**src/design/dq_pkg.sv**
```systemverilog
package dq_pkg;

  localparam int DEPTH      = 64;
  localparam int VALUE_BITS = 32;
  localparam int CMD_W      = 3;
  localparam int DATA_W     = 32;
  localparam int STATUS_W   = 2;

  localparam logic [CMD_W-1:0] CMD_PUSH_FRONT = 3'd0;
  localparam logic [CMD_W-1:0] CMD_PUSH_REAR  = 3'd1;
  localparam logic [CMD_W-1:0] CMD_POP_FRONT  = 3'd2;
  localparam logic [CMD_W-1:0] CMD_POP_REAR   = 3'd3;
  localparam logic [CMD_W-1:0] CMD_LIST       = 3'd4;

  localparam logic [STATUS_W-1:0] ST_OK         = 2'd0;
  localparam logic [STATUS_W-1:0] ST_UNDERFLOW  = 2'd1;
  localparam logic [STATUS_W-1:0] ST_OVERFLOW   = 2'd2;
  localparam logic [STATUS_W-1:0] ST_EMPTY_LIST = 2'd3;

  typedef struct packed {
    logic push_front;
    logic pop_front;
    logic push_rear;
    logic rotate;
  } dq_ctrl_t;

endpackage

```
**src/design/dq_cell.sv**
```systemverilog
module dq_cell #(
  parameter int IDX        = 0,
  parameter int DEPTH      = dq_pkg::DEPTH,
  parameter int VALUE_BITS = dq_pkg::VALUE_BITS
) (
  input  logic                         clk_i,
  input  dq_pkg::dq_ctrl_t             ctrl_i,
  input  logic [$clog2(DEPTH+1)-1:0]   count_i,
  input  logic [VALUE_BITS-1:0]        left_i,
  input  logic [VALUE_BITS-1:0]        right_i,
  input  logic [VALUE_BITS-1:0]        head_i,
  input  logic [VALUE_BITS-1:0]        push_i,
  output logic [VALUE_BITS-1:0]        value_o
);

  localparam int CNTW = $clog2(DEPTH + 1);

  logic [VALUE_BITS-1:0] value_q, value_d;
  logic                  is_free;
  logic                  is_tail;

  assign is_free = (count_i == CNTW'(IDX));
  assign is_tail = (count_i == CNTW'(IDX + 1));

  always_comb begin
    value_d = value_q;
    if (ctrl_i.push_front) begin
      value_d = left_i;
    end else if (ctrl_i.pop_front) begin
      value_d = right_i;
    end else if (ctrl_i.push_rear && is_free) begin
      value_d = push_i;
    end else if (ctrl_i.rotate) begin
      value_d = is_tail ? head_i : right_i;
    end
  end

  always_ff @(posedge clk_i) begin
    value_q <= value_d;
  end

  assign value_o = value_q;

endmodule

```
**config.mk**
```make
export PLATFORM = sky130hd
export DESIGN_NAME = dq_cell
export DESIGN_NICKNAME = d
export VERILOG_FILES = /design/src/design/dq_pkg.sv /design/src/design/dq_cell.sv
export SDC_FILE = /design/constraint.sdc
export NUM_CORES = 1
export LEC_CHECK = 0
export BUFFER_PORTS_ARGS = -buffer_cell sky130_fd_sc_hd__buf_2
export CAP_MARGIN = 0
export CORE_MARGIN = 10
export CORE_UTILIZATION = 45
export CTS_CLUSTER_DIAMETER = 80
export DETAILED_ROUTE_END_ITERATION = 10
export GPL_ROUTABILITY_DRIVEN = 0
export PLACE_DENSITY = 0.92
export SETUP_SLACK_MARGIN = 0.15
export SYNTH_ARGS = -nofsm -noshare
export SYNTH_HDL_FRONTEND = slang
export SYNTH_SLANG_ARGS = --single-unit
```
**constraint.sdc**
```tcl
create_clock -name clk_i -period 10.3 [get_ports clk_i]
set_input_delay 2.06 -clock clk_i [delete_from_list [all_inputs] [get_ports clk_i]]
set_output_delay 2.06 -clock clk_i [all_outputs]
set_load 0.01 [all_outputs]
```
=== After elaboration in Yosys (flattened, before gate mapping) ===
Index checks and enable logic that the tools add are counted.

* Equality and inequality tests: 1
* Multiplexer cells: 5
* Reductions and logical operators: 3

{| class="wikitable"
|+ Operators with widths
! kind !! count
|-
| 2-to-1 mux 32 bit || 5
|-
| == test 7 x 1 -> 1 bit, second input constant || 1
|-
| logical NOT 7 bit || 1
|-
| nonzero test 4 bit || 1
|-
| logical AND 1 bit || 1
|}

* Bits in registers: 32
* Output and inout port bits: 32

=== Depth between registers and ports, before layout ===
* Depth in word-level cells: 6
* Gate-level depth with buffers: 6
* Gate-level depth less buffers: 3

=== Worst setup path after synthesis ===
No wires, ideal clock.

* Path type: input-to-reg
* From: input count_i[0]
* To: register value_q[0], in the netlist value_o[0] (enable)
* Setup time: 0.466 ns
* Data arrival time: 5.357 ns
* Required time: 9.834 ns
* Path slack: 4.478 ns
* Stages: 4
* Path buffers: 2
* Path through: buf_2 -> clkbuf_1 -> or4b_2 -> o21ai_0

* Word-level cells in the longest chain between the ends: 3

{| class="wikitable"
|+ Ends and longest elaborated chain
! what !! line !! source
|-
| from (decl) || dq_cell.sv:8 || <nowiki>input logic [$clog2(DEPTH+1)-1:0] count_i,</nowiki>
|-
| logical NOT 7 bit || dq_cell.sv:22 || <nowiki>assign is_free = (count_i == CNTW'(IDX));</nowiki>
|-
| logical AND 1 bit || dq_cell.sv:31 || <nowiki>end else if (ctrl_i.push_rear && is_free) begin</nowiki>
|-
| nonzero test 4 bit (no line) || - ||
|-
| to (signal assigned) || dq_cell.sv:39 || <nowiki>value_q <= value_d;</nowiki>
|-
| to (decl) || dq_cell.sv:18 || <nowiki>logic [VALUE_BITS-1:0] value_q, value_d;</nowiki>
|}

Every way passes these cells.
A chain may end at the register's enable or synchronous reset.

=== Final worst setup path ===
* From: input count_i[5]
* To: register value_q[29], in the netlist value_o[29] (enable)

Same word-level chain as after synthesis.

==> metrics.txt <==
status finished, final reports clean; CTS Buf Count 5; number of cells on the critical path 3; largest net degree at the start of global routing 67; drt pass-1 iters 5; Inst Count DP 515; crit path time final 4.40 ns; boundary pin count 172; Syn Area/Cell 9.33 um^2; global route overflow 0; worst stage delay on the critical path 1.12 ns; data required time of the critical path 10.20 ns; Resize count post-CTS 0; DRC 0; area of the multi-input gates 1710 um^2; combinational fraction of design power 0.300; max reg flops 32; FMAX 227 MHz; Critical Path Sink value_o[29]$_DFFE_PP_; Routed Antenna Nets 0; sw frac 0.302; Via-to-Cell Ratio 5.93; CTS tree yes; H-tree lvl count 2; power share of the clock group 0.253; layout net count 587; full die area 9820 um^2; type of the worst min-delay path input pin to flop; Cell Int Power 0.258 mW; number of max-cap violations 0; count of flip-flops with a built-in enable after synthesis 32; cts hold-fix bufs 0; Top FF cell, synth edfxtp_1; Clock transition at path regs 0.07 ns; Filler cells 512; worst-path cell chain buf_2, or4_2, o21ai_4; WHS 2.21 ns; most common cell after layout, fill and taps aside buf_2; Synth warnings 0; Setup violations, final 0; Hold Crit Start left_i[27]; post-CTS setup buffers 0; Initial Utilization 0.470; period utilization 0.427; DRT Wirelength 10400 um; Seq. cell area 961 um^2; Die Width 99.1 um; P per Cell Area 99.0 nW/um^2; sequential fraction of the synthesis area 0.341; critical path peak fanout 33; Finished Cell Area 3730 um^2; total track usage 0.194; crit path buf inv count 1; synth unique cells 21; post-detail-place hpwl 7430 um; initial antenna violation count 0; sequential cell fraction of total power 0.447; final hold vios 0; Area after DPL 3650 um^2; Netlist Area Pre-Place 2820 um^2; slowest cell on the critical path or4_2; routed vias 3102; Net Count, Synth 442; worst setup path class input pin to flop; vias in the first global route 3228; Final Non-Filler Cells 523; first-pass GRT wire length 16000 um; post-layout util 0.623; RSZ-0062 raised after global routing no; most frequent cells in the layout buf_2, or2_2, nor3_1; fin. max-slew vios 0; Worst-Margin Slew 1.08 ns; Avg WL per Cell 19.8 um; Largest delay share family, worst path simple AND/OR/NAND/NOR gates; clk buf depth 2; row cnt 28; Area growth, synth to finish 32.6%; IO buf count 171; post-synthesis register bit count 32; P_sw 0.112 mW; share of layout cells above drive strength 1 0.594; CP Capture Type flop; Peak VDD IR 0.0579 mV; # diodes 0; Async SR Flop Fraction 0; cells after synthesis 302; Die Span Y 99.1 um; crit path from count_i[5]; WP data arrival 4.30 ns; core area 5990 um^2; Root Driver clkbuf_8; setup TNS 0 ns; DR iter-0 viols 185; Slew HR 0.282; CTS sink count 32; Critical Path Start Type input pin; Leakage 1.47 nW
cell type report:
class                      instances  area share
timing repair buffer             175       0.237
inverter                           1     0.00101
tap                               75      0.0251
sequential                        32       0.257
clock inverter                     3     0.00369
clock buffer                       5      0.0184
multi-input combinational        232       0.457
cells in the mapped netlist, drive strengths merged, types with 13 or more instances:
cell / n / area, um^2
o22ai: 32 / 200
a2111oi: 32 / 422
nand2b: 32 / 200
nor3: 34 / 170
buf: 13 / 81.3
clkbuf: 24 / 90.1
edfxtp: 32 / 961
or2: 33 / 206
or3b: 32 / 280
a21oi: 32 / 160
how the worst min path moves through the flow:
stage / to / depth (start not counted) / slack [ns]
finish: value_o[27]$_DFFE_PP_ / 3 / 2.21
global route: value_o[18]$_DFFE_PP_ / 3 / 2.21
CTS: value_o[24]$_DFFE_PP_ / 3 / 2.21
detailed placement: value_o[28] / 1 / 2.48
global placement: value_o[25] / 1 / 2.48
floorplan: value_o[0]$_DFFE_PP_ / 2 / 2.40
cells by family after synthesis:
logic type,Yosys count,share of synthesized area
simple gates,135,0.317
buf+inv,38,0.0622
flops,32,0.341
compound gates,97,0.279
worst min-delay path: cells and delay by family:
kind            cells  cell delay, ns
simple gates        1            0.16
compound gates      1            0.06
buf+inv             1            0.08
routing by layer:
metal / track usage / up-vias / share of wire
li1: - / 1467 / -
met1: 0.216 / 1445 / 0.38
met4: 0.0794 / 0 / 0.021
met2: 0.340 / 174 / 0.51
met5: 0 / - / 0
met3: 0.0533 / 16 / 0.095
power groups by stage:
stage | Clock, mW | Combinational [mW] | Sequential, mW
6_report | 0.0936 | 0.111 | 0.165
5_1_grt | 0.103 | 0.121 | 0.166
4_1_cts | 0.0951 | 0.111 | 0.166
3_5_place_dp | 0 | 0.111 | 0.168
3_3_place_gp | 0 | 0.107 | 0.167
2_1_floorplan | 0 | 0.0508 | 0.176
per-stage QoR:
step	worst slack (ns)	power, mW
after floorplan	4.48	0.227
after global placement	5.65	0.274
after detailed placement	5.54	0.279
after CTS	5.85	0.372
after global routing	5.77	0.390
final	5.90	0.370
Note: power is estimated with default switching activity, not from simulation.
